`src/hw/rtl/rmq_pkg.sv`:
```
`default_nettype none
package rmq_pkg;

    localparam int DW = 16;
    localparam int FB = 14;
    localparam int ONE = 1 << FB;
    // Radicand is at most ONE plus three full-scale diagonal terms.
    localparam int AW = DW + 1;
    localparam int XW = AW + FB + 1;
    localparam int RW = (XW + 1) / 2;
    localparam int NW = DW + 1;
    localparam int QW = DW;
    localparam int DEN_W = RW + 1;
    localparam int LW = DEN_W + QW + 1;
    localparam int SQ_STAGES = RW;
    localparam int DIV_STAGES = QW + 2;
    localparam int VD = 2 + SQ_STAGES + DIV_STAGES + 1;
    localparam int LANES = 3;

    typedef enum logic [1:0] {
        BR_TRACE = 2'd0,
        BR_X     = 2'd1,
        BR_Y     = 2'd2,
        BR_Z     = 2'd3
    } t_branch;

    typedef struct packed {
        logic signed [DW-1:0] m00;
        logic signed [DW-1:0] m01;
        logic signed [DW-1:0] m02;
        logic signed [DW-1:0] m10;
        logic signed [DW-1:0] m11;
        logic signed [DW-1:0] m12;
        logic signed [DW-1:0] m20;
        logic signed [DW-1:0] m21;
        logic signed [DW-1:0] m22;
    } t_mat;

    typedef struct packed {
        t_branch              br;
        logic signed [NW-1:0] n0;
        logic signed [NW-1:0] n1;
        logic signed [NW-1:0] n2;
    } t_side;

    typedef struct packed {
        t_branch         br;
        logic [QW-1:0]   big;
        logic            fault;
    } t_tag;

    localparam logic [QW-1:0] POS_MAX = QW'((1 << (DW - 1)) - 1);
    localparam logic [QW-1:0] NEG_MAG = QW'(1 << (DW - 1));

    function automatic logic signed [DW-1:0] sat_q(input logic neg, input logic ovf,
                                                   input logic [QW-1:0] mag);
        logic signed [DW-1:0] res;
        if (!neg) begin
            res = (ovf || mag > POS_MAX) ? $signed(POS_MAX) : $signed(mag);
        end else if (ovf || mag > NEG_MAG) begin
            res = $signed(NEG_MAG);
        end else begin
            res = $signed(DW'(-mag));
        end
        return res;
    endfunction

endpackage
`default_nettype wire

```
`src/hw/rtl/rmq_sqrt.sv`:
```
`default_nettype none
module rmq_sqrt (
    input  wire logic                  i_clk,
    input  wire logic                  i_ce,
    input  wire logic [rmq_pkg::XW-1:0] i_x,
    input  rmq_pkg::t_side             i_side,
    output logic [rmq_pkg::RW-1:0]     o_root,
    output rmq_pkg::t_side             o_side
);
    import rmq_pkg::*;

    logic [XW-1:0] w_rem  [0:RW];
    logic [RW-1:0] w_root [0:RW];
    t_side         w_side [0:RW];
    logic [XW-1:0] r_rem  [0:RW-1];
    logic [RW-1:0] r_root [0:RW-1];
    t_side         r_side [0:RW-1];

    assign w_rem[0]  = i_x;
    assign w_root[0] = '0;
    assign w_side[0] = i_side;

    // One result bit per stage; the remainder holds x minus the root squared.
    for (genvar k = 0; k < RW; k++) begin : g_stage
        localparam int B = RW - 1 - k;
        logic [XW+1:0] w_trial;
        logic [XW-1:0] n_rem;
        logic [RW-1:0] n_root;

        always_comb begin
            w_trial = ((XW + 2)'(w_root[k]) << (B + 1)) + ((XW + 2)'(1) << (2 * B));
            if ((XW + 2)'(w_rem[k]) >= w_trial) begin
                n_rem  = XW'((XW + 2)'(w_rem[k]) - w_trial);
                n_root = w_root[k] | (RW'(1) << B);
            end else begin
                n_rem  = w_rem[k];
                n_root = w_root[k];
            end
        end

        always_ff @(posedge i_clk) begin
            if (i_ce) begin
                r_rem[k]  <= n_rem;
                r_root[k] <= n_root;
                r_side[k] <= w_side[k];
            end
        end

        assign w_rem[k+1]  = r_rem[k];
        assign w_root[k+1] = r_root[k];
        assign w_side[k+1] = r_side[k];
    end

    assign o_root = w_root[RW];
    assign o_side = w_side[RW];

endmodule
`default_nettype wire

```
`config.mk`:
```
export PLATFORM = sky130hd
export DESIGN_NAME = rmq_sqrt
export DESIGN_NICKNAME = d
export VERILOG_FILES = /design/src/hw/rtl/rmq_pkg.sv /design/src/hw/rtl/rmq_sqrt.sv
export SDC_FILE = /design/constraint.sdc
export NUM_CORES = 1
export LEC_CHECK = 0
export BUFFER_PORTS_ARGS = -buffer_cell sky130_fd_sc_hd__buf_2
export CORE_ASPECT_RATIO = 0.6
export CORE_MARGIN = 3
export CORE_UTILIZATION = 53
export DETAILED_ROUTE_END_ITERATION = 6
export GPL_TIMING_DRIVEN = 0
export PLACE_DENSITY_LB_ADDON = 0.25
export REMOVE_ABC_BUFFERS = 1
export SYNTH_ARGS = -nofsm -noshare
export SYNTH_HDL_FRONTEND = slang
export SYNTH_SLANG_ARGS = --single-unit
export TNS_END_PERCENT = 100
```
`constraint.sdc`:
```
create_clock -name i_clk -period 7 [get_ports i_clk]
set_input_delay 0 -clock i_clk [delete_from_list [all_inputs] [get_ports i_clk]]
set_output_delay 0 -clock i_clk [all_outputs]
set_load 0.03 [all_outputs]
```
==> metrics <==
global-route wire length before repair=146 mm; instance count of the mapped netlist=3118; post-route ant nets=0; Die W=422 microns; FF-to-FF setup slack=2.49 ns; initial DRC count=2475; LEAKAGE=0.0226 uW; Max-Cap Viols=0; Ys Warns=0; Post-Route WL=91.9 mm; fraction of layout instances using a drive strength above 1=0.117; Finished Cell Area=63300 sq um; full die area=108000 sq um; Worst Reg-to-Reg Cells=8; critical path's top delay family=simple AND/OR/NAND/NOR gates; RePlAce Congestion=0.895; Slew HR=0.232; area delta synth->final=15.3%; # port buffers=155; multi-input logic area=9770 sq um; Synth area leaders=edfxtp_1 (80%), ha_1 (3.4%), xnor2_1 (1.8%); Crit Path Max Fanout=19; CP startpoint kind=register; gr usage total=0.172; via count=26.9k; pwr/cell area=318 nW/um^2; # IOs=156; fin crit period=4.51 ns; Final Cycle Share=0.645; multiplexer share of the synthesized area=0.00624; post-synthesis simple-gate area fraction=0.0605; syn avg cell area=17.6 sq um; area leader, netlist=edfxtp_1; cell repeated most along the worst path=nand4_1; routed len/inst=18.4 microns; RSZ-0062 raised after global routing=no; critical path type=reg2reg; WHS Endpoint=r_rem[0][30]; CTS Buf Count=130; nets@finish=3745; largest family of logic cells by synthesized area=simple AND/OR/NAND/NOR gates; Vias/cell=5.39; min-delay src=i_x[30]; Buf/Inv on CP=0; Cell Chain, Critical Path=ha_1, nor4bb_1, nand4_1, o311ai_0, or4_1, a21boi_0, nand4_1, xnor2_1; ys async rst share=0; CP max-delay cell=o311ai_0; Resize count post-CTS=0; Clock Pin Slew Worst Setup and Hold Paths=0.07 ns; TritonCTS clock tree=yes; register area share after synthesis=0.801; xor and xnor area share after synthesis=0.0305; adder-cell share of the synthesized area=0.0342; hpwl dp=58.5 mm; Initial Util=0.541; Die Span Y=255 microns; CP endpoint kind=register; Max clock buf depth=3; Congestion Overflow GR=0; pin count of the biggest net entering global routing=189; setup_tns=0 ns; Slew Limit Fails=0; crit path DAT=4.99 ns; CP max stage delay=0.89 ns; top cell type's share of synthesized area=0.801; number of global-route vias before repair=26.5k; Hold Violations, Final=0; Worst-Skew Late Latency=0.75 ns; Synth Register Bits=1464; CP Data Required Time=7.47 ns; initial antenna violation count=1; Reg-to-Reg End=r_rem[1][59]; Root Driver=clkbuf_16; Placeable Area=102000 sq um; Rows=90; EDFF count, synth=1464; Worst Max-Slew Pin Slew=1.14 ns; Primary FF master, synth=edfxtp_1; Worst Skew=0.0229 ns; status=completed; Syn Std Cell Area=54900 sq um; count of unique library cells instantiated by Yosys=76; Hold Path Cell Cnt=4; fmax=222 MHz; sequential cell area=44000 sq um; setup violators final=0; area of placed instances=57200 sq um; clock sink count=1464; Initial DRT Pass Iterations=5; worst vdd ir=0.268 mV; # fillers=7180; DRC=0; worst r2r src=r_rem[1][14]; worst min-delay path category=in2reg; post-synthesis compound-gate area fraction=0.0462; Clock H-tree levels=4
-- flip-flops by register name (all words and copies together), names as in the netlist --
signal	count
r_root	136
r_side	848
r_rem	480
-- worst max path at each step --
stage,from,end,depth (start not counted)
2_1_floorplan,r_rem[0][150],r_rem[0][185],7
3_3_place_gp,i_ce,r_side[1][327],1
3_5_place_dp,r_rem[1][14],r_rem[1][59],8
4_1_cts,r_rem[1][14],r_rem[1][59],8
5_1_grt,r_rem[1][14],r_rem[1][59],8
6_report,r_rem[1][14],r_rem[1][59],8
-- synthesized netlist by cell type (10+ instances only) --
cell / instances
a211oi_1: 18
a21o_1: 29
a21oi_1: 137
buf_4: 53
clkbuf_1: 21
edfxtp_1: 1464
ha_1: 150
inv_1: 176
mux2_2: 26
nand2_1: 103
nand2b_1: 29
nand3_1: 31
nand3b_1: 12
nand4_1: 38
nor2_1: 139
nor2b_1: 21
nor3_1: 59
nor4_1: 69
nor4b_1: 17
o211ai_1: 12
o21a_1: 24
o21ai_0: 97
o31ai_1: 15
or2_2: 10
or3_1: 20
or4_1: 14
xnor2_1: 113
xor2_1: 78
-- per-stage QoR --
step | utilization | cells | setup slack (ns) | power [uW] | hold slack, ns
global route | 0.623 | 4993 | 2.16 | 21000 | 0.217
global placement | 0.560 | 4573 | -16.00 | 13200 | 0.176
finish | 0.623 | 4995 | 2.49 | 20200 | 0.231
CTS | 0.623 | 4992 | 2.56 | 20400 | 0.113
floorplan | - | 3038 | 3.54 | 12200 | 0.0989
detailed placement | 0.563 | 4585 | 2.60 | 13000 | 0.178
-- worst min-delay path, stage by stage --
cell	delay [ns]
dlygate4sd3_1	0.53
buf_2	0.12
inv_1	0.06
xnor2_1	0.16
-- cells by family after synthesis --
group / count (synthesis)
xor+xnor: 191
simple gates: 614
buf+inv: 259
compound gates: 409
flops: 1464
mux: 31
fa+ha+maj: 150
-- where the power goes --
part | internal, uW | switching, uW
Clock | 4150 | 3090
Combinational | 803 | 1130
Sequential | 10600 | 415
Total | 15500 | 4630
-- per-layer routing --
layer | up-vias | global-route usage | share of wire
li1 | 12771 | - | -
met1 | 13240 | 0.266 | 0.49
met2 | 750 | 0.241 | 0.42
met3 | 141 | 0.0412 | 0.069
met4 | 0 | 0.0546 | 0.019
met5 | - | 0 | 0
-- cell type report --
type / instances / area share
timing repair buffer: 338 / 0.0442
inverter: 179 / 0.0106
multi-input combinational: 1395 / 0.154
clock buffer: 152 / 0.0544
sequential: 1464 / 0.694
tap: 1380 / 0.0273
clock inverter: 84 / 0.0146
antenna: 3 / 0.000119
-- repair_timing --
item                                   CTS  global route
setup buffers                            0             0
endpoints found under the hold margin  175             0
hold buffers                           171             0
-- cells in the final DEF, fill, tap and decap left out, drive strengths merged, types with 21 or more instances in the layout --
cell and n:
edfxtp 1464, o21a 24, nor4 69, clkinv 53, dlygate4sd3 171, nand4 38
ha 150, nor3 60, xor2 78, nand2 103, nand3 31, buf 167
a21o 29, mux2 26, xnor2 113, clkbuf 152, nand2b 29, o21ai 99
nor2 139, a21oi 137, nor2b 21, or3 24, inv 184
No activity file was read; power rests on OpenSTA's default activity.
