$ cat config.mk
export PLATFORM = sky130hd
export DESIGN_NAME = rmq_div_lane
export DESIGN_NICKNAME = d
export VERILOG_FILES = /design/src/hw/rtl/rmq_pkg.sv /design/src/hw/rtl/rmq_div_lane.sv
export SDC_FILE = /design/constraint.sdc
export NUM_CORES = 1
export LEC_CHECK = 0
export ABC_AREA = 1
export BUFFER_PORTS_ARGS = -buffer_cell sky130_fd_sc_hd__buf_4
export CORE_MARGIN = 4
export CORE_UTILIZATION = 65
export DETAILED_ROUTE_END_ITERATION = 6
export PLACE_DENSITY_LB_ADDON = 0.08
export SYNTH_ARGS = -nofsm -noshare
export SYNTH_HDL_FRONTEND = slang
export SYNTH_SLANG_ARGS = --single-unit
$ cat constraint.sdc
create_clock -name i_clk -period 4.3 [get_ports i_clk]
set_input_delay 0.43 -clock i_clk [delete_from_list [all_inputs] [get_ports i_clk]]
set_output_delay 0.43 -clock i_clk [all_outputs]
set_load 0.05 [all_outputs]
$ cat src/hw/rtl/rmq_pkg.sv
`default_nettype none
package rmq_pkg;

    localparam int DW = 16;
    localparam int FB = 14;
    localparam int ONE = 1 << FB;
    // Radicand is at most ONE plus three full-scale diagonal terms.
    localparam int AW = DW + 1;
    localparam int XW = AW + FB + 1;
    localparam int RW = (XW + 1) / 2;
    localparam int NW = DW + 1;
    localparam int QW = DW;
    localparam int DEN_W = RW + 1;
    localparam int LW = DEN_W + QW + 1;
    localparam int SQ_STAGES = RW;
    localparam int DIV_STAGES = QW + 2;
    localparam int VD = 2 + SQ_STAGES + DIV_STAGES + 1;
    localparam int LANES = 3;

    typedef enum logic [1:0] {
        BR_TRACE = 2'd0,
        BR_X     = 2'd1,
        BR_Y     = 2'd2,
        BR_Z     = 2'd3
    } t_branch;

    typedef struct packed {
        logic signed [DW-1:0] m00;
        logic signed [DW-1:0] m01;
        logic signed [DW-1:0] m02;
        logic signed [DW-1:0] m10;
        logic signed [DW-1:0] m11;
        logic signed [DW-1:0] m12;
        logic signed [DW-1:0] m20;
        logic signed [DW-1:0] m21;
        logic signed [DW-1:0] m22;
    } t_mat;

    typedef struct packed {
        t_branch              br;
        logic signed [NW-1:0] n0;
        logic signed [NW-1:0] n1;
        logic signed [NW-1:0] n2;
    } t_side;

    typedef struct packed {
        t_branch         br;
        logic [QW-1:0]   big;
        logic            fault;
    } t_tag;

    localparam logic [QW-1:0] POS_MAX = QW'((1 << (DW - 1)) - 1);
    localparam logic [QW-1:0] NEG_MAG = QW'(1 << (DW - 1));

    function automatic logic signed [DW-1:0] sat_q(input logic neg, input logic ovf,
                                                   input logic [QW-1:0] mag);
        logic signed [DW-1:0] res;
        if (!neg) begin
            res = (ovf || mag > POS_MAX) ? $signed(POS_MAX) : $signed(mag);
        end else if (ovf || mag > NEG_MAG) begin
            res = $signed(NEG_MAG);
        end else begin
            res = $signed(DW'(-mag));
        end
        return res;
    endfunction

endpackage
`default_nettype wire

$ cat src/hw/rtl/rmq_div_lane.sv
`default_nettype none
module rmq_div_lane (
    input  wire logic                         i_clk,
    input  wire logic                         i_ce,
    input  wire logic signed [rmq_pkg::NW-1:0] i_num,
    input  wire logic [rmq_pkg::RW-1:0]       i_root,
    output logic [rmq_pkg::QW-1:0]            o_mag,
    output logic                              o_ovf,
    output logic                              o_neg
);
    import rmq_pkg::*;

    logic [NW-1:0]    w_mag;
    logic             r_neg_p;
    logic [LW-1:0]    r_rem_p;
    logic [DEN_W-1:0] r_den_p;

    logic [LW-1:0]    w_rem [0:QW];
    logic [QW-1:0]    w_q   [0:QW];
    logic [DEN_W-1:0] w_den [0:QW];
    logic             w_neg [0:QW];
    logic             w_ovf [0:QW];
    logic [LW-1:0]    r_rem [0:QW];
    logic [QW-1:0]    r_q   [0:QW-1];
    logic [DEN_W-1:0] r_den [0:QW];
    logic             r_neg [0:QW];
    logic             r_ovf [0:QW];

    assign w_mag = i_num[NW-1] ? NW'(-i_num) : NW'(i_num);

    // Adding the root before dividing by twice the root rounds half away from zero.
    always_ff @(posedge i_clk) begin
        if (i_ce) begin
            r_neg_p <= i_num[NW-1];
            r_rem_p <= (LW'(w_mag) << FB) + LW'(i_root);
            r_den_p <= {i_root, 1'b0};
        end
    end

    // A quotient of 2^QW or more saturates whatever the sign.
    always_ff @(posedge i_clk) begin
        if (i_ce) begin
            r_ovf[0] <= r_rem_p >= (LW'(r_den_p) << QW);
            r_rem[0] <= r_rem_p;
            r_den[0] <= r_den_p;
            r_neg[0] <= r_neg_p;
        end
    end

    assign w_rem[0] = r_rem[0];
    assign w_q[0]   = '0;
    assign w_den[0] = r_den[0];
    assign w_neg[0] = r_neg[0];
    assign w_ovf[0] = r_ovf[0];

    for (genvar j = 0; j < QW; j++) begin : g_bit
        localparam int B = QW - 1 - j;
        logic [LW-1:0] w_sub;
        logic [LW-1:0] n_rem;
        logic [QW-1:0] n_q;

        always_comb begin
            w_sub = LW'(w_den[j]) << B;
            if (w_rem[j] >= w_sub) begin
                n_rem = w_rem[j] - w_sub;
                n_q   = w_q[j] | (QW'(1) << B);
            end else begin
                n_rem = w_rem[j];
                n_q   = w_q[j];
            end
        end

        always_ff @(posedge i_clk) begin
            if (i_ce) begin
                r_rem[j+1] <= n_rem;
                r_q[j]     <= n_q;
                r_den[j+1] <= w_den[j];
                r_neg[j+1] <= w_neg[j];
                r_ovf[j+1] <= w_ovf[j];
            end
        end

        assign w_rem[j+1] = r_rem[j+1];
        assign w_q[j+1]   = r_q[j];
        assign w_den[j+1] = r_den[j+1];
        assign w_neg[j+1] = r_neg[j+1];
        assign w_ovf[j+1] = r_ovf[j+1];
    end

    assign o_mag = w_q[QW];
    assign o_ovf = w_ovf[QW];
    assign o_neg = w_neg[QW];

endmodule
`default_nettype wire

==> run_results.csv <==
group,metric,value,unit
power_and_ir_drop,p_int,0.0205,W
clock_network,cts_tree,"built",
final_layout,design_area,55100,sq um
yosys,ys.flop_type,"edfxtp_1",
min_path,whs_path_depth,2,
power_and_ir_drop,vdd_ir_drop_max,0.000439,V
clock_network,cts_sinks,857,
timing,min_period_over_period,74.7,%
yosys,synth_area,50200,sq um
worst_setup_path,r2r_cells,12,
timing,slew_viol_final,0,
timing,rsz0062_at_grt,"no",
worst_setup_path,setup.worst_path.start,"r_rem[0][346]",
power_and_ir_drop,power_density,601,nW/um^2
floorplanning,die_width,286,microns
timing,hold_viol,0,
route,first_pass_iters,6,
timing,max-slew-margin-rel,45.2,%
final_layout,nets,6094,
yosys,ys_async_sr_fraction,0,%
yosys,yosys-top-cells-area,"edfxtp_1 (51%), nand2_1 (11%), ha_1 (6.8%)",
yosys,synthesis.nets,5964,
worst_setup_path,endpoint,"r_rem[0][394]",
grt,grt_overflow,0,
worst_setup_path,reg2reg_slack,1.09,ns
clock_network,cts_max_path_buffers,3,
timing,finalSetupTns,0,ns
floorplanning,start_util,65.9,%
yosys,avgSynthCellArea,8.90,sq um
clock_network,worstSkewPairLatency,0.67,ns
yosys,yosysTopAreaCell,"edfxtp_1",
power_and_ir_drop,power.switching_fraction,38.2,%
placed_design,placed_area,51800,sq um
yosys,synth_edf_count,857,
yosys,seq_area_frac_synth,51.3,%
final_layout,drive_above_1_share,5.66,%
floorplanning,die-area,81700,sq um
final_layout,diodes,0,
route,vias_per_cell,5.83,
grt,grt_max_degree,130,
yosys,synth_cells,5640,
grt,grt_usage,31.9,%
final_layout,layout.cells.most_common,"nand2_1",
worst_setup_path,arrival,3.56,ns
final_layout,layout_common_cells,"nand2_1 (1474), edfxtp_1 (857), inv_1 (772), nor2_1 (515), a21oi_1 (373)",
route,drc,0,
timing,period_needed,3.21,ns
final_layout,fin_cells,6876,
job,maxCapViolations,0,
placed_design,hpwl,100000,microns
final_layout,area_growth,9.88,%
timing,worst_pin_slew,0.819,ns
grt,grt_pass1_wl,207000,microns
yosys,synth_top_area_share,51.3,%
floorplanning,io_pins,53,
clock_network,root_buffer,"clkbuf_16",
placed_design,port_buffers,52,
clock_network,htreeDepth,3,
route,via_count,40100,
timing,fmax,0.311,GHz
power_and_ir_drop,leakagePower,23.3,nW
route,routedWlPerCell,19.1,microns
worst_setup_path,worstPathRequired,4.65,ns
clock_network,cts_resized,0,
route,initialDrtViolationCount,4156,
power_and_ir_drop,seqPwrFrac,38.8,%
worst_setup_path,worstSetupPathType,"reg -> reg",
yosys,yosys_warnings,0,
power_and_ir_drop,switchingPower,0.0127,W
yosys,ys_types,50,
floorplanning,die_y,286,microns
power_and_ir_drop,p_comb_share,36.1,%
clock_network,cts_buffers,91,
floorplanning,core,76200,sq um
floorplanning,rows,101,
timing,setup_viol,0,
worst_setup_path,rr_startpoint,"r_rem[0][346]",
clock_network,clk_pin_slew,0.06,ns
timing,skew,0.0345,ns
grt,grt_pass1_vias,38200,
placed_design,dp_cells,6691,
worst_setup_path,end_kind,"register",
route,postRouteAntennaNets,0,
worst_setup_path,reg2reg_to,"r_rem[0][394]",
min_path,hold_class,"in -> reg",
yosys,ys_ff_latch,857,
placed_design,gp_congestion,1.00,
route,routed_wl,132000,microns
worst_setup_path,cp-start-kind,"register",
power_and_ir_drop,p_clk_share,25.1,%
clock_network,post_cts_buffers,0,
grt,antenna_found_initial,0,
outcome,status,"finished, final reports clean",
worst_setup_path,cp_max_fo,35,
==> worst min path at each step <==
stage               start           to  slack (ns)
6_report         i_num[0]  r_rem_p[14]        0.11
4_1_cts          i_num[0]  r_rem_p[14]        0.08
2_1_floorplan     r_neg_p  r_neg[0][0]        0.40
3_5_place_dp    r_q[6][7]   r_q[6][23]        0.40
3_3_place_gp   r_q[7][12]   r_q[7][28]        0.40
5_1_grt          i_num[0]  r_rem_p[14]        0.11
==> cell usage after synthesis, types with 9 or more instances <==
| master | count |
|---|---|
| a21o_1 | 27 |
| o21bai_1 | 29 |
| fa_1 | 16 |
| a21oi_2 | 11 |
| nand3b_1 | 49 |
| buf_6 | 13 |
| nor2_2 | 12 |
| edfxtp_1 | 857 |
| nand3_1 | 307 |
| nor2_1 | 515 |
| ha_1 | 273 |
| inv_1 | 772 |
| or2_2 | 30 |
| nor4_1 | 37 |
| nor3_1 | 81 |
| buf_2 | 30 |
| nand2_1 | 1474 |
| inv_2 | 14 |
| o21ai_1 | 45 |
| xnor2_1 | 122 |
| o21ai_2 | 15 |
| nand4_1 | 104 |
| nand2_2 | 10 |
| buf_4 | 10 |
| xor2_1 | 92 |
| o21ai_0 | 262 |
| o21a_1 | 9 |
| a21boi_0 | 11 |
| a21oi_1 | 373 |
==> kinds of logic after synthesis <==
kind of cell | Yosys count | share of synthesized area (%)
other cells | 1 | 0.00747
buf+inv | 840 | 6.63
simple gates | 2643 | 22.3
fa+ha+maj | 289 | 7.44
compound gates | 795 | 8.57
xor+xnor | 215 | 3.77
flops | 857 | 51.3
==> state kept, by name, indices dropped and copies added (netlist names) <==
signal / flops
r_q: 136
r_rem_p: 18
r_den_p: 16
r_neg: 17
r_neg_p: 1
r_den: 110
r_ovf: 17
r_rem: 542
==> per-layer routing <==
layer / up-vias / global-route usage [%] / part of all wire (%)
met1: 18700 / 44.8 / 42
li1: 19300 / - / -
met4: 0 / 11.5 / 4.0
met5: - / 0 / 0
met2: 1801 / 51.4 / 46
met3: 335 / 4.38 / 8.2
==> critical path, cell delays in order, from the launching register on <==
cell and delay, ns:
edfxtp_1 0.38, inv_1 0.14, ha_1 0.16, inv_1 0.06
fa_1 0.41, nand3_1 0.09, nand2_1 0.16, a21oi_1 0.34
o21ai_1 0.15, nand2_1 0.09, nand2_2 0.20, inv_2 0.50
o21ai_0 0.22
==> power groups by stage <==
stage | registers [W] | logic (W) | clock network (W)
CTS | 0.0128 | 0.0117 | 0.00845
global placement | 0.0130 | 0.0114 | 0
floorplan | 0.0122 | 0.00879 | 0
global route | 0.0130 | 0.0134 | 0.00883
detailed placement | 0.0130 | 0.0116 | 0
finish | 0.0129 | 0.0120 | 0.00832
==> stage by stage <==
stage	total power [W]	hold WS (ns)	worst slack (ns)	util (%)
2_1_floorplan	0.0210	0.400	1.95	-
3_3_place_gp	0.0244	0.400	1.32	68.0
3_5_place_dp	0.0246	0.405	1.13	68.0
4_1_cts	0.0330	0.0799	1.11	72.4
5_1_grt	0.0352	0.113	0.918	72.4
6_report	0.0332	0.114	1.09	72.4
==> layout make-up <==
| cell class | instances | area (sq um) |
|---|---|---|
| Fill cell | 5727 | 21100 |
| Sequential cell | 857 | 25700 |
| Inverter | 786 | 2950 |
| Tap cell | 1030 | 1290 |
| Clock buffer | 101 | 2310 |
| Clock inverter | 68 | 886 |
| Timing Repair Buffer | 91 | 843 |
| Multi-Input combinational cell | 3943 | 21100 |
==> repair_timing <==
action	4_1_cts	5_1_grt
hold endpoints to repair	16	0
hold buffers	16	0
setup endpoints to repair	0	0
No activity file was read; power rests on OpenSTA's default activity.
